File: src/rtl/sem_pkg.sv
`timescale 1ns / 1ps
// sem_pkg: shared widths, constants and types of the sobel edge magnitude block
// depends on nothing; imported by every other file of the block

package sem_pkg;

	localparam int PIX_W          = 8;
	localparam int ROW_W          = 12;
	localparam int COL_OUT_W      = 12;
	localparam int CFG_DATA_W     = 13;
	localparam int CFG_IDX_W      = 2;
	localparam int MAG_W          = 8;

	// register indexes of the configuration port
	localparam logic [CFG_IDX_W-1:0] CFG_LINE_WIDTH = 2'd0;
	localparam logic [CFG_IDX_W-1:0] CFG_LINE_COUNT = 2'd1;

	// frame geometry limits
	localparam int WIDTH_MIN      = 3;
	localparam int COUNT_MIN      = 3;
	localparam int COUNT_MAX      = 4096;
	localparam int FIRST_INTERIOR = 2;

	// gradient and energy widths: |g| <= 1020, g*g < 2**20
	localparam int GRAD_W         = 11;
	localparam int SQ_W           = 20;
	localparam int ENERGY_W       = SQ_W + 1;
	localparam int SAT_LIMIT      = 65536;
	localparam int RAD_W          = 16;
	localparam int REM_W          = 9;
	localparam int SQRT_STEPS     = 8;
	localparam logic [MAG_W-1:0] MAG_MAX = 8'd255;

	// queue between front and back
	localparam int QDEPTH         = 4;
	localparam int QAW            = 2;
	localparam int QCW            = 3;

	typedef struct packed {
		logic [GRAD_W-1:0]    gx;
		logic [GRAD_W-1:0]    gy;
		logic [ROW_W-1:0]     row;
		logic [COL_OUT_W-1:0] col;
		logic                 frame_end;
	} sem_item_t;

	typedef struct packed {
		logic [ROW_W-1:0]     row;
		logic [COL_OUT_W-1:0] col;
		logic                 frame_end;
	} sem_meta_t;

	typedef struct packed {
		logic [QCW-1:0] count;
		logic           empty;
	} sem_qstat_t;

endpackage

File: src/rtl/sem_queue.sv
`timescale 1ns / 1ps
// sem_queue: short fifo of gradient items between front and back
// depends on sem_pkg

module sem_queue import sem_pkg::*; (
	input  logic       clk,
	input  logic       arst_n,
	input  logic       push,
	input  sem_item_t  push_item,
	input  logic       pop,
	output sem_item_t  head,
	output sem_qstat_t qstat
);

	sem_item_t      slot_q [QDEPTH];
	logic [QAW-1:0] wr_ptr_q;
	logic [QAW-1:0] rd_ptr_q;
	logic [QCW-1:0] count_q;

	always_ff @(posedge clk or negedge arst_n) begin
		if (!arst_n) begin
			wr_ptr_q <= '0;
			rd_ptr_q <= '0;
			count_q  <= '0;
		end else begin
			if (push) begin
				wr_ptr_q <= wr_ptr_q + QAW'(1);
			end
			if (pop) begin
				rd_ptr_q <= rd_ptr_q + QAW'(1);
			end
			count_q <= count_q + QCW'(push) - QCW'(pop);
		end
	end

	always_ff @(posedge clk) begin
		if (push) begin
			slot_q[wr_ptr_q] <= push_item;
		end
	end

	assign head = slot_q[rd_ptr_q];

	always_comb begin
		qstat.count = count_q;
		qstat.empty = (count_q == '0);
	end

	a_no_overflow: assert property (@(posedge clk) disable iff (!arst_n)
		push |-> (count_q < QCW'(QDEPTH)))
		else $error("queue written while full");

	a_no_underflow: assert property (@(posedge clk) disable iff (!arst_n)
		pop |-> (count_q != '0))
		else $error("queue read while empty");

	a_count_ptrs: assert property (@(posedge clk) disable iff (!arst_n)
		count_q[QAW-1:0] == QAW'(wr_ptr_q - rd_ptr_q))
		else $error("queue fill count disagrees with pointers");

endmodule

File: config.mk
export PLATFORM = sky130hd
export DESIGN_NAME = sem_queue
export DESIGN_NICKNAME = d
export VERILOG_FILES = /design/src/rtl/sem_pkg.sv /design/src/rtl/sem_queue.sv
export SDC_FILE = /design/constraint.sdc
export NUM_CORES = 1
export LEC_CHECK = 0
export ABC_AREA = 1
export ABC_CLOCK_PERIOD_IN_PS = 4500
export BUFFER_PORTS_ARGS = -buffer_cell sky130_fd_sc_hd__buf_2
export CELL_PAD_IN_SITES_DETAIL_PLACEMENT = 1
export CELL_PAD_IN_SITES_GLOBAL_PLACEMENT = 2
export CORE_ASPECT_RATIO = 0.6
export CORE_MARGIN = 2
export CORE_UTILIZATION = 41
export CTS_CLUSTER_SIZE = 20
export DETAILED_ROUTE_END_ITERATION = 8
export PLACE_DENSITY = 0.92
export SYNTH_ARGS = -nofsm -noshare
export SYNTH_HDL_FRONTEND = slang
export SYNTH_SLANG_ARGS = --single-unit
File: constraint.sdc
create_clock -name clk -period 4.5 [get_ports clk]
set_clock_uncertainty 0.15 [all_clocks]
set_input_delay 0.9 -clock clk [delete_from_list [all_inputs] [get_ports clk]]
set_output_delay 0.9 -clock clk [all_outputs]
set_load 0.01 [all_outputs]
Yosys cells after proc, flatten, opt, wreduce, memory -nomap -nowiden
Memory sizes are Yosys's and may differ from the RTL's. Cells that the tools add are included.

Register bits: 7. Bits in writable memories: 188. Input port bits: 51. Output and inout bits: 51. Word-level logic and storage cells: 11. Memories kept: 1.

Add/sub/neg operators: 4. Muxes and demuxes: 2. Reductions and logical operators: 1.

Memories: slot_q (depth 4, bits a word 47, read ports 1, clocked after memory_dff 0, wr ports 1, line sem_queue.sv:15) `sem_item_t slot_q [QDEPTH];`.

Operators by type and width (count): 2-bit by 1-bit adder with 2-bit output, second input constant (2); 3-bit by 1-bit adder with 3-bit output (1); 3-bit zero test (1); 3-bit by 1-bit subtractor with 3-bit output (1); 1-bit two-way mux (2).

Logic depth before layout (Yosys ltp)
Depth after elaboration: 2. Mapped depth: 10. Depth with buffers taken out: 10.

Least setup slack after synthesis
No wires, ideal clock.

Kind: input port to flip-flop. Start point: in push. End point: mem slot_q[1][0] (netlist name) (enable). Setup time: 0.401 ns. Data arrival time: 2.111 ns. Required time: 3.949 ns. Slack: 1.838 ns. Stages: 3. Buffers on the path: 1. Path through: clkbuf_1 nand2_1 inv_1.

Word-level cells in the longest chain between the ends: 2.

Ends and longest elaborated chain: from (decl) (line sem_queue.sv:8) `input logic push,`; 1-bit two-way mux (line sem_queue.sv:37) `if (push) begin`; 1-bit two-way mux (not written as such) (line sem_queue.sv:38) `slot_q[wr_ptr_q] <= push_item;`; to (decl) (line sem_queue.sv:15).

Every way passes these cells.

==> key figures <==
Yosys
  • Synthesized cell area: 8320 sq um
  • Mean Syn Cell Area: 10.6 sq um
  • Gate Count Post-Synth: 782
  • Yosys warns: 0
  • Distinct cells, synth: 15
  • Post-synthesis register bit count: 195
  • Sequential fraction of the synthesis area: 70.0%
  • Syn Nets: 840

STA
  • Final Slew Violations: 0
  • Unrepaired setup endpoints after global routing: no
  • Slew HR: 25.8%
  • Worst Setup Slack, final: 1100 ps
  • Final period utilization: 75.5%
  • Period minus WS final: 3400 ps
  • F_max: 0.294 GHz
  • Slew of the pin with the lowest slew margin: 1110 ps
  • Final hold vios: 0
  • Setup TNS: 0 ps
  • Final number of setup-violating endpoints: 0

Route
  • DR WL/cell: 16.2 um
  • Vias per Instance: 4.58
  • Initial DRT Pass Iterations: 4
  • Routed vias: 5,337
  • Final WL: 18,900 um
  • DR WL met3: 869 um
  • DRC viols: 0
  • WL met2: 8660 um
  • Iter 0 DRT Violations: 337
  • Metal-1 WL: 9120 um
  • Post-route ant nets: 0
  • Top routing layer in use: met4

Floorplanning
  • Core area: 20,000 sq um
  • FP Rows: 40
  • Die footprint: 21,500 sq um
  • Ports: 102
  • Die height: 114 um
  • Die width: 188 um
  • Starting density of the core: 41.6%

Clock tree
  • Worst skew pair latency: 440 ps
  • CTS clk-pin slew, worst paths: 70 ps
  • CTS Root Cell: clkbuf_16
  • Post-CTS Setup Inserts: 0
  • CTS Buf Count: 17
  • CTS Hold Buffers Added: 0
  • TritonCTS Sinks: 195
  • H-tree levels: 4
  • Clock buffer depth: 2
  • CTS tree: done
  • Post_cts resized: 0

Worst setup path
  • Critical Path Source Type: register
  • Worst-path cell chain: clkinv_2 > buf_4 > nand2_1 > nand3_1 > nand2_1 > buf_2
  • Crit path capture type: primary output
  • Crit path capture: head[22]
  • Depth of the most critical reg-to-reg path: 5
  • CP Class: register to primary output
  • CP startpoint: rd_ptr_q[0]
  • RR Endpoint: slot_q[2][33]
  • CP max stage delay: 760 ps
  • Register-to-register setup slack: 2210 ps
  • Crit path arrival time: 2350 ps
  • Reg2reg start: wr_ptr_q[0]
  • Max FO, Critical Path: 94
  • CP max-delay cell: buf_4
  • Most frequent cell on the critical path: nand2_1
  • Worst endpoint required time: 3450 ps

Global routing
  • First-pass GRT wire length: 30,000 um
  • Pin count of the biggest net entering global routing: 97
  • Total track usage: 18.6%
  • Vias in the first global route: 5,683
  • Grt total ovfl: 0
  • Antenna violations before repair: 2

Pwr
  • Clock power share: 25.2%
  • PwrDens: 647 nW/um^2
  • Static Leak: 4.50 nW
  • Gate power share: 35.0%
  • Internal power: 3.93 mW
  • Sequential Power Share: 39.8%
  • Net Sw Frac: 36.9%
  • Peak supply drop: 0.390 mV
  • Psw: 2.30 mW

Placement
  • DPL Wire Length: 11,100 um
  • Pre-CTS WS: 1620 ps
  • # port buffers: 101
  • Global placement routability congestion: 0.692

Final layout
  • Commonest cells after routing, fill and taps aside: 246 x nand2_1, 196 x inv_1, 188 x edfxtp_1
  • Nets: 935
  • Fraction of layout cells with a size suffix above 1: 16.4%
  • Synth-to-Final Area Change: 15.8%
  • Final core utilization: 48.2%
  • Most common cell after layout, fill and taps aside: nand2_1

Job
  • Maxcap violations: 0

Run status
  • Outcome: finished, final reports clean

Hold path
  • Worst min-delay path category: input port to async pin
## state kept, by name (all words and copies together), names as in the netlist
signal	flops
slot_q	188
wr_ptr_q	2
count_q	3
rd_ptr_q	2
## power by group through the flow
stage,Sequential [mW],Combinational [mW],Clock [mW]
3_3_place_gp,2.51,2.17,0
2_1_floorplan,2.50,1.45,0
6_report,2.48,2.18,1.57
5_1_grt,2.51,2.47,1.69
4_1_cts,2.48,2.24,1.61
3_5_place_dp,2.52,2.21,0
## worst max-delay path: cells and delay by family, from the launching register on
family / cells / cell delay, ps
buffers and inverters: 3 / 960
flip-flops: 1 / 480
AND/OR/NAND/NOR: 3 / 420
## how the worst min path moves through the flow
stage | from | end | slack [ps] | cells after the start
2_1_floorplan | wr_ptr_q[0] | wr_ptr_q[0] | 340 | 1
3_3_place_gp | wr_ptr_q[0] | wr_ptr_q[0] | 370 | 1
3_5_place_dp | count_q[1] | count_q[2] | 380 | 2
4_1_cts | arst_n | count_q[0] | 120 | 1
5_1_grt | arst_n | count_q[0] | 140 | 1
6_report | arst_n | count_q[0] | 140 | 1
## per-stage QoR
stage / total power [mW] / cell area [sq um] / hold WS (ps) / cells
floorplan: 3.95 / 8320 / 344 / 782
global placement: 4.67 / 9010 / 371 / 1131
detailed placement: 4.74 / 9010 / 379 / 1131
CTS: 6.33 / 9620 / 124 / 1163
global route: 6.66 / 9620 / 137 / 1163
finish: 6.23 / 9630 / 137 / 1165
## layout make-up
cell class                 count  area, sq um
sequential                   195         5830
multi-input combinational    353         1530
clock buffer                  18          429
tap                          273          342
clock inverter                14          179
inverter                     202          759
antenna                        2         5.00
fill                        2232        10300
timing repair buffer         108          558
## synth_stat cells
library cell | instances | area share, %
buf_6 | 8 | 1.1
nand2_1 | 246 | 11
nor3_1 | 1 | 0.060
nand3_1 | 95 | 5.7
o21ai_1 | 1 | 0.060
ha_1 | 6 | 0.90
buf_2 | 16 | 0.96
fa_1 | 1 | 0.24
inv_2 | 1 | 0.045
buf_4 | 2 | 0.18
edfxtp_1 | 188 | 68
dfrtp_1 | 7 | 2.1
clkbuf_1 | 6 | 0.27
xor2_1 | 3 | 0.32
inv_1 | 201 | 9.1
## layer usage
metal  vias to the layer above  track usage, %
li1                       2612               -
met1                      2597            25.1
met3                        25            4.75
met5                         -               0
met2                       103            30.3
met4                         0            5.04
## cell families (layout without fill, tap and decap cells)
group / count (synthesis) / count (layout) / synth area share [%]
other: 0 / 2 / 0
buffers and inverters: 234 / 342 / 11.6
xor gates and xnor gates: 3 / 3 / 0.316
AOI/OAI and AO/OA: 1 / 1 / 0.0601
and+or+nand+nor: 342 / 342 / 16.9
adders and majority gates: 7 / 7 / 1.14
DFF: 195 / 195 / 70.0
Power figures use the tool's default switching activity.
