--- src/rtl/sem_pkg.sv ---
`timescale 1ns / 1ps
// sem_pkg: shared widths, constants and types of the sobel edge magnitude block
// depends on nothing; imported by every other file of the block

package sem_pkg;

	localparam int PIX_W          = 8;
	localparam int ROW_W          = 12;
	localparam int COL_OUT_W      = 12;
	localparam int CFG_DATA_W     = 13;
	localparam int CFG_IDX_W      = 2;
	localparam int MAG_W          = 8;

	// register indexes of the configuration port
	localparam logic [CFG_IDX_W-1:0] CFG_LINE_WIDTH = 2'd0;
	localparam logic [CFG_IDX_W-1:0] CFG_LINE_COUNT = 2'd1;

	// frame geometry limits
	localparam int WIDTH_MIN      = 3;
	localparam int COUNT_MIN      = 3;
	localparam int COUNT_MAX      = 4096;
	localparam int FIRST_INTERIOR = 2;

	// gradient and energy widths: |g| <= 1020, g*g < 2**20
	localparam int GRAD_W         = 11;
	localparam int SQ_W           = 20;
	localparam int ENERGY_W       = SQ_W + 1;
	localparam int SAT_LIMIT      = 65536;
	localparam int RAD_W          = 16;
	localparam int REM_W          = 9;
	localparam int SQRT_STEPS     = 8;
	localparam logic [MAG_W-1:0] MAG_MAX = 8'd255;

	// queue between front and back
	localparam int QDEPTH         = 4;
	localparam int QAW            = 2;
	localparam int QCW            = 3;

	typedef struct packed {
		logic [GRAD_W-1:0]    gx;
		logic [GRAD_W-1:0]    gy;
		logic [ROW_W-1:0]     row;
		logic [COL_OUT_W-1:0] col;
		logic                 frame_end;
	} sem_item_t;

	typedef struct packed {
		logic [ROW_W-1:0]     row;
		logic [COL_OUT_W-1:0] col;
		logic                 frame_end;
	} sem_meta_t;

	typedef struct packed {
		logic [QCW-1:0] count;
		logic           empty;
	} sem_qstat_t;

endpackage

--- src/rtl/sem_result_if.sv ---
`timescale 1ns / 1ps
// sem_result_if: result channel, valid/ready with magnitude and position
// depends on sem_pkg

interface sem_result_if import sem_pkg::*; ();
	logic                 valid;
	logic                 ready;
	logic [MAG_W-1:0]     magnitude;
	logic [ROW_W-1:0]     out_row;
	logic [COL_OUT_W-1:0] out_col;
	logic                 frame_end;

	modport source (output valid, magnitude, out_row, out_col, frame_end, input ready);
	modport sink   (input valid, magnitude, out_row, out_col, frame_end, output ready);
endinterface

--- src/rtl/sem_back.sv ---
`timescale 1ns / 1ps
// sem_back: squares, energy, clamped pipelined square root and result register
// depends on sem_pkg and sem_result_if; pops items from sem_queue

module sem_back import sem_pkg::*; (
	input  logic         clk,
	input  logic         arst_n,
	input  sem_item_t    head,
	input  sem_qstat_t   qstat,
	output logic         pop,
	sem_result_if.source results
);

	localparam int NST = SQRT_STEPS;

	logic adv;

	logic signed [GRAD_W-1:0]   gx, gy;
	logic signed [2*GRAD_W-1:0] prod_x, prod_y;

	logic            v_s1;
	logic [SQ_W-1:0] sqx_s1, sqy_s1;
	sem_meta_t       meta_s1;
	logic [ENERGY_W-1:0] energy;

	// index 0 is the energy stage, 1..NST the root steps
	logic             sq_vld_s  [0:NST];
	logic [REM_W-1:0] sq_rem_s  [0:NST];
	logic [MAG_W-1:0] sq_root_s [0:NST];
	logic [RAD_W-1:0] sq_rad_s  [0:NST];
	logic             sq_sat_s  [0:NST];
	sem_meta_t        sq_meta_s [0:NST];

	logic [REM_W+1:0] acc   [1:NST];
	logic [REM_W+1:0] trial [1:NST];
	logic             take  [1:NST];

	// whole pipeline holds while a result waits
	assign adv = !sq_vld_s[NST] || results.ready;
	assign pop = adv && !qstat.empty;

	assign gx     = $signed(head.gx);
	assign gy     = $signed(head.gy);
	assign prod_x = gx * gx;
	assign prod_y = gy * gy;
	assign energy = ENERGY_W'(sqx_s1) + ENERGY_W'(sqy_s1);

	always_comb begin
		for (int k = 1; k <= NST; k++) begin
			acc[k]   = {sq_rem_s[k-1], sq_rad_s[k-1][RAD_W-1 -: 2]};
			trial[k] = (REM_W+2)'({sq_root_s[k-1], 2'b01});
			take[k]  = (acc[k] >= trial[k]);
		end
	end

	always_ff @(posedge clk or negedge arst_n) begin
		if (!arst_n) begin
			v_s1 <= 1'b0;
			for (int k = 0; k <= NST; k++) begin
				sq_vld_s[k] <= 1'b0;
			end
		end else if (adv) begin
			v_s1        <= pop;
			sq_vld_s[0] <= v_s1;
			for (int k = 1; k <= NST; k++) begin
				sq_vld_s[k] <= sq_vld_s[k-1];
			end
		end
	end

	always_ff @(posedge clk) begin
		if (adv) begin
			sqx_s1            <= prod_x[SQ_W-1:0];
			sqy_s1            <= prod_y[SQ_W-1:0];
			meta_s1.row       <= head.row;
			meta_s1.col       <= head.col;
			meta_s1.frame_end <= head.frame_end;

			sq_rem_s[0]  <= '0;
			sq_root_s[0] <= '0;
			sq_rad_s[0]  <= energy[RAD_W-1:0];
			sq_sat_s[0]  <= (energy >= ENERGY_W'(SAT_LIMIT));
			sq_meta_s[0] <= meta_s1;

			for (int k = 1; k <= NST; k++) begin
				sq_rem_s[k]  <= take[k] ? REM_W'(acc[k] - trial[k]) : REM_W'(acc[k]);
				sq_root_s[k] <= {sq_root_s[k-1][MAG_W-2:0], take[k]};
				sq_rad_s[k]  <= sq_rad_s[k-1] << 2;
				sq_sat_s[k]  <= sq_sat_s[k-1];
				sq_meta_s[k] <= sq_meta_s[k-1];
			end
		end
	end

	assign results.valid     = sq_vld_s[NST];
	assign results.magnitude = sq_sat_s[NST] ? MAG_MAX : sq_root_s[NST];
	assign results.out_row   = sq_meta_s[NST].row;
	assign results.out_col   = sq_meta_s[NST].col;
	assign results.frame_end = sq_meta_s[NST].frame_end;

endmodule

--- src/flat_wrapper.sv ---
// flat-port wrapper written by rule: the top's interface ports become plain ports
module sem_back_flat import sem_pkg::*;
  (clk, arst_n, head, qstat, pop, results_valid, results_magnitude, results_out_row, results_out_col, results_frame_end, results_ready);
  sem_result_if results_i ();
  input  logic clk;
  input  logic arst_n;
  input  sem_item_t head;
  input  sem_qstat_t qstat;
  output logic pop;
  output wire logic [$bits(results_i.valid)-1:0] results_valid;
  output wire logic [$bits(results_i.magnitude)-1:0] results_magnitude;
  output wire logic [$bits(results_i.out_row)-1:0] results_out_row;
  output wire logic [$bits(results_i.out_col)-1:0] results_out_col;
  output wire logic [$bits(results_i.frame_end)-1:0] results_frame_end;
  input wire logic [$bits(results_i.ready)-1:0] results_ready;
  assign results_valid = results_i.valid;
  assign results_magnitude = results_i.magnitude;
  assign results_out_row = results_i.out_row;
  assign results_out_col = results_i.out_col;
  assign results_frame_end = results_i.frame_end;
  assign results_i.ready = results_ready;
  sem_back u_core (.clk(clk), .arst_n(arst_n), .head(head), .qstat(qstat), .pop(pop), .results(results_i));
endmodule
--- config.mk ---
export PLATFORM = sky130hd
export DESIGN_NAME = sem_back_flat
export DESIGN_NICKNAME = d
export VERILOG_FILES = /design/src/rtl/sem_pkg.sv /design/src/rtl/sem_result_if.sv /design/src/rtl/sem_back.sv /design/src/flat_wrapper.sv
export SDC_FILE = /design/constraint.sdc
export NUM_CORES = 1
export LEC_CHECK = 0
export BUFFER_PORTS_ARGS = -buffer_cell sky130_fd_sc_hd__clkbuf_2
export CAP_MARGIN = 0
export CORE_ASPECT_RATIO = 1.4
export CORE_MARGIN = 8
export CORE_UTILIZATION = 57
export CTS_CLUSTER_DIAMETER = 120
export DETAILED_ROUTE_END_ITERATION = 7
export PLACE_DENSITY = 0.78
export SLEW_MARGIN = 10
export SYNTH_ARGS = -nofsm -noshare
export SYNTH_HDL_FRONTEND = slang
export SYNTH_SLANG_ARGS = --single-unit
--- constraint.sdc ---
create_clock -name clk -period 12.85 [get_ports clk]
set_input_delay 0.6425 -clock clk [delete_from_list [all_inputs] [get_ports clk]]
set_output_delay 0.6425 -clock clk [all_outputs]
set_load 0.03 [all_outputs]
Word-level counts from Yosys, hierarchy flattened
Memory sizes are Yosys's and may differ from the RTL's.
Index checks and enable logic that the tools add are counted.
{"block": "totals", "latchBits": 0, "mem_count": 5, "ram_bits": 531, "register_bits": 75, "inputBits": 54, "rom_bits": 0}
{"memory": "u_core.sq_meta_s", "depth": 9, "word_bits": 25, "read_ports": 9, "rd_ports_with_merged_regs": 0, "wr": 9, "line": "sem_back.sv:32", "text": "sem_meta_t sq_meta_s [0:NST];"}
{"memory": "u_core.sq_rad_s", "depth": 9, "word_bits": 16, "read_ports": 8, "rd_ports_with_merged_regs": 0, "wr": 9, "line": "sem_back.sv:30", "text": "logic [RAD_W-1:0] sq_rad_s [0:NST];"}
{"memory": "u_core.sq_rem_s", "depth": 9, "word_bits": 9, "read_ports": 8, "rd_ports_with_merged_regs": 0, "wr": 9, "line": "sem_back.sv:28", "text": "logic [REM_W-1:0] sq_rem_s [0:NST];"}
{"memory": "u_core.sq_root_s", "depth": 9, "word_bits": 8, "read_ports": 9, "rd_ports_with_merged_regs": 0, "wr": 9, "line": "sem_back.sv:29", "text": "logic [MAG_W-1:0] sq_root_s [0:NST];"}
{"memory": "u_core.sq_sat_s", "depth": 9, "word_bits": 1, "read_ports": 9, "rd_ports_with_merged_regs": 0, "wr": 9, "line": "sem_back.sv:31", "text": "logic sq_sat_s [0:NST];"}
{"block": "classes", "eq_ne": 0, "bitwise": 0, "n_lt_le_gt_ge": 9, "mul": 2, "muxes": 11, "n_reduce_logical": 4, "shift": 0, "n_addsub": 9, "n_div": 0}
{"cell": "$ge A11 B10 Y1", "count": 8}
{"cell": "$mux W9", "count": 8}
{"cell": "$sub A9 B9 Y9", "count": 8}
{"cell": "$mul A11 B11 Y20", "count": 2}
{"cell": "$add A20 B20 Y21", "count": 1}
{"cell": "$ge A21 B17 Y1 const B", "count": 1}
{"cell": "$mux W8", "count": 1}
{"cell": "$logic_not A1 Y1", "count": 2}
{"cell": "$mux W1", "count": 2}
{"cell": "$logic_and A1 B1 Y1", "count": 1}
{"cell": "$logic_or A1 B1 Y1", "count": 1}

Depth between registers and ports, before layout
{"block": "logic_depth", "ltp_word": 4, "ltp_mapped": 20}

Worst setup path before layout
Ideal clock, no wire load.
{"block": "synth_timing", "path_type": "input port to flip-flop", "start": "input port results_ready", "end": "register u_core.meta_s1[0] (netlist name), enable pin", "n_path_buf": 0, "setup_ps": 3730, "cell_stages": 2, "setup_slack_ps": -92, "arrival_ps": 9212, "cell_sequence": "nor2b_1 clkinv_1"}
{"block": "synth_between", "elab_chain_len": 1}
{"element": "start, declared", "line": "flat_wrapper.sv:15", "text": "input wire logic [$bits(results_i.ready)-1:0] results_ready;"}
{"element": "$logic_or A1 B1 Y1", "line": "sem_back.sv:39", "text": "assign adv = !sq_vld_s[NST] || results.ready;"}
{"element": "end, declared", "line": "sem_back.sv:23", "text": "sem_meta_t meta_s1;"}
No other way between the ends.
A chain may end at the register's enable or synchronous reset.

Final worst setup path
{"block": "layout_timing", "start": "input port head[32] (netlist name)", "end": "register u_core.sqy_s1[18], data pin"}
{"block": "layout_between", "elab_chain_len": 1}
{"element": "start, declared", "line": "flat_wrapper.sv:7", "text": "input sem_item_t head;"}
{"element": "$mul A11 B11 Y20", "line": "sem_back.sv:45", "text": "assign prod_y = gy * gy;"}
{"element": "named net u_core.prod_y[18]", "line": "sem_back.sv:19", "text": "logic signed [2*GRAD_W-1:0] prod_x, prod_y;"}
{"element": "end signal, assigned", "line": "sem_back.sv:74", "text": "sqy_s1 <= prod_y[SQ_W-1:0];"}
{"element": "end, declared", "line": "sem_back.sv:22", "text": "logic [SQ_W-1:0] sqx_s1, sqy_s1;"}
The timed path passes the listed nets, and every way through them passes these cells.

==> metrics <==
complex-gate fraction of the synthesized area=4.568%; pre-CTS setup slack=between 6 and 7 ns; async set-reset flop share out of synthesis=~2.1%; Core Area=between 40000 and 50000 um2; Post-Synth Adder-Cell Area=roughly 22%; initial antenna violation count=1; vias in the first global route=about 14000; post-DR vias/cell=5.262; Ports=89; post-CTS setup repair buffer count=0; P_int=between 4 and 5 mW; Rows=between 90 and 100; flip-flop and latch count after synthesis=~470; power share of the clock group=roughly 17%; fillers=between 3000 and 4000; largest family of logic cells by synthesized area=adder cells; RSZ-0062 raised after global routing=no; Crit. End Element=flip-flop; HPWL after DPL=around 28000 um; Worst Skew=around 0.013 ns; setup ws final=between 7 and 8 ns; most frequent cells in the layout=edfxtp_1 (462), inv_1 (347), fa_1 (188), ha_1 (144), nand2_1 (90); simple-gate share of the synthesized area=6.906%; GR Overflow Total=0; crit path time final=5.473 ns; clock-pin slew on the worst setup and hold paths=around 0.060 ns; Syn Inst Count=approximately 1800; Die Wd=193.3 um; Primary FF master, synth=edfxtp_1; Die ar.=about 51000 um2; final routed DRC violation total=0; largest net degree at the start of global routing=approximately 250; routed wire length=39170 um; Synth cell types=67; Worst-Skew Late Latency=~0.55 ns; Metal-1 WL=approximately 13000 um; CTS tree=built; EDFF count, synth=462; worst-case clock buffer depth=3; drt first-iter violations=about 660; overall power=about 7.4 mW; Placed Cells=2414; met3 wire length=approximately 1200 um; Num CTS Buffers=44; Max Clock Freq=between 150 and 200 MHz; Synth Area in XOR/XNOR=approximately 3.1%; Worst slew margin=roughly 25%; power per cell area=approximately 270 nW/um2; HP Class=input port to flip-flop; Port Buffer Count=85; Post-Synthesis Net Count=2203; sequential element share of the synthesized area=between 50 and 60%; Synth Warn #=0; logic gate share of total power=between 40% and 50%; syn_area_per_cell=about 14 um2; Final nets=~2300; final setup vio count=0; post-detailed-route wirelength per cell=about 16 um; commonest non-fill, non-tap cell in the layout=edfxtp_1; critical path arrival=5.87 ns; share of post-route cells with drive strength above 1=about 9.2%; Synth-to-Final Area Change=9.270%; crit path max fanout=9; final-report hold violation count=0; TritonCTS sink count=between 400 and 500; GPL Wtd Cong=0.8338; status=completed; total net switching power=2.565 mW; static leakage=approximately 12 nW; Die H=around 260 um; via count=around 13000; startpoint types=input port; Slew @ Worst Pin=between 1 and 1.5 ns; Max Used Layer=met4; Pins Over Slew Limit=0; H-tree depth=2; switching share of total power=34.57%; Cell Area, Synth=25090 um2; max-cap violations=0; CTS resizes=0; Initial Util=roughly 57%; Critical Path RT=between 10 and 15 ns; Total Routing Usage GR=between 10% and 20%; setup TNS=0 ns; wire length on met2=between 20000 and 25000 um; Root Buffer=clkbuf_16; Max rail drop VDD=0.3254 mV; final worst path period share=42.59%; Crit Path Class=input port to flip-flop; part of the power in registers=roughly 40%; first-pass GRT wire length=between 60000 and 70000 um; TritonRoute pass-1 iters=5; mux share of post-synthesis cell area=0.5984%; Post-DRT Antenna Nets=0; Finished Layout Cells=around 2500
cells in the mapped netlist, types with 22 or more instances:
library cell	number	area, um2
and2_1	63	394.1
a21oi_1	54	270.3
ha_1	144	1802
nor2b_1	33	206.5
edfxtp_1	462	13870
nand2_1	90	337.8
fa_1	188	3764
xnor2_1	61	534.3
inv_1	347	1303
clkbuf_1	22	82.58
xor2_1	23	201.4
o21a_1	24	180.2
nor2_1	62	232.7
buf_4	25	187.7
final cells by class:
| type | count | area, um2 | share of cell area, % |
|---|---|---|---|
| Sequential cell | 472 | 14120 | 51.51 |
| Antenna cell | 1 | 2.502 | 0.009127 |
| Clock inverter | 19 | 206.4 | 0.7530 |
| Multi-Input combinational cell | 947 | 9379 | 34.21 |
| Clock buffer | 61 | 1215 | 4.431 |
| Timing Repair Buffer | 88 | 462.9 | 1.688 |
| Tap cell | 558 | 698.2 | 2.546 |
| Inverter | 350 | 1330 | 4.851 |
registers in the layout, summed over array words and instances, names as in the netlist:
signal	flops
u_core.sq_root_s	36
u_core.sq_rad_s	72
u_core.meta_s1	25
u_core.sqy_s1	19
u_core.sq_rem_s	57
u_core.sq_meta_s	225
u_core.results.valid	1
u_core.v_s1	1
u_core.sqx_s1	19
u_core.sq_vld_s	8
u_core.sq_sat_s	9
per-stage QoR:
step                area [um2]  hold WS (ns)  utilization [%]
detailed placement       25980        0.4045            59.43
floorplan                25090        0.3469                -
global route             27420        0.2382            62.71
global placement         25980        0.4001            59.43
CTS                      27420        0.2415            62.70
finish                   27420        0.2677            62.71
metal layers:
metal / GRT usage, % / up-vias
li1: - / 6234
met1: 14.72 / 6582
met2: 31.83 / 220
met3: 2.419 / 97
met4: 6.419 / 0
met5: 0 / -
worst max-delay path, stage by stage:
cell and delay [ns]:
clkbuf_2 0.19, inv_1 0.16, nor2_1 0.26, ha_1 0.30
xnor2_1 0.21, fa_1 0.49, fa_1 0.54, fa_1 0.55
inv_1 0.05, fa_1 0.53, inv_1 0.04, ha_1 0.34
and2_1 0.18, o21a_1 0.18, or4_1 0.42, o22ai_2 0.22
or4b_1 0.45, o211ai_1 0.10
logic make-up (layout without fill, tap and decap cells):
family,count (synthesis),after routing
AOI/OAI and AO/OA,176,176
adders and majority gates,332,332
buffers and inverters,398,518
xor gates and xnor gates,86,86
DFF,472,472
and+or+nand+nor,338,338
other,1,2
muxes,14,14
worst paths after layout:
path | to | from | cells after the start | slack [ns]
worst max-delay path | u_core.sqy_s1[18]$_DFFE_PN_ | head[32] | 18 | 7.38
worst min-delay path | u_core.meta_s1[6]$_DFFE_PN_ | head[6] | 1 | 0.27
worst max register to register | u_core.sq_rem_s[0][71]$_DFFE_PN_ | u_core.sq_rem_s[0][54]$_DFFE_PN_ | 8 | 9.81
worst min register to register | u_core.sq_rad_s[0][19]$_DFFE_PN_ | u_core.sq_rad_s[0][1]$_DFFE_PN_ | 0 | 0.41
max in group asynchronous | u_core.results.valid$_DFFE_PN0N_ | arst_n | 2 | 12.14
min in group asynchronous | u_core.sq_vld_s[8]$_DFFE_PN0N_ | arst_n | 2 | 0.50
power by group through the flow:
stage | sequential [mW] | combinational [mW] | clock [mW]
2_1_floorplan | 3.03 | 2.56 | 0
3_3_place_gp | 3.00 | 3.00 | 0
4_1_cts | 3.04 | 3.17 | 1.29
3_5_place_dp | 3.05 | 3.14 | 0
6_report | 3.03 | 3.13 | 1.27
5_1_grt | 3.09 | 3.57 | 1.35
timing repair:
action | 4_1_cts | 5_1_grt
endpoints found under the hold margin | 10 | 0
hold buffers | 1 | 0
setup endpoints to repair | 0 | 0
(Power assumes the default switching activity.)
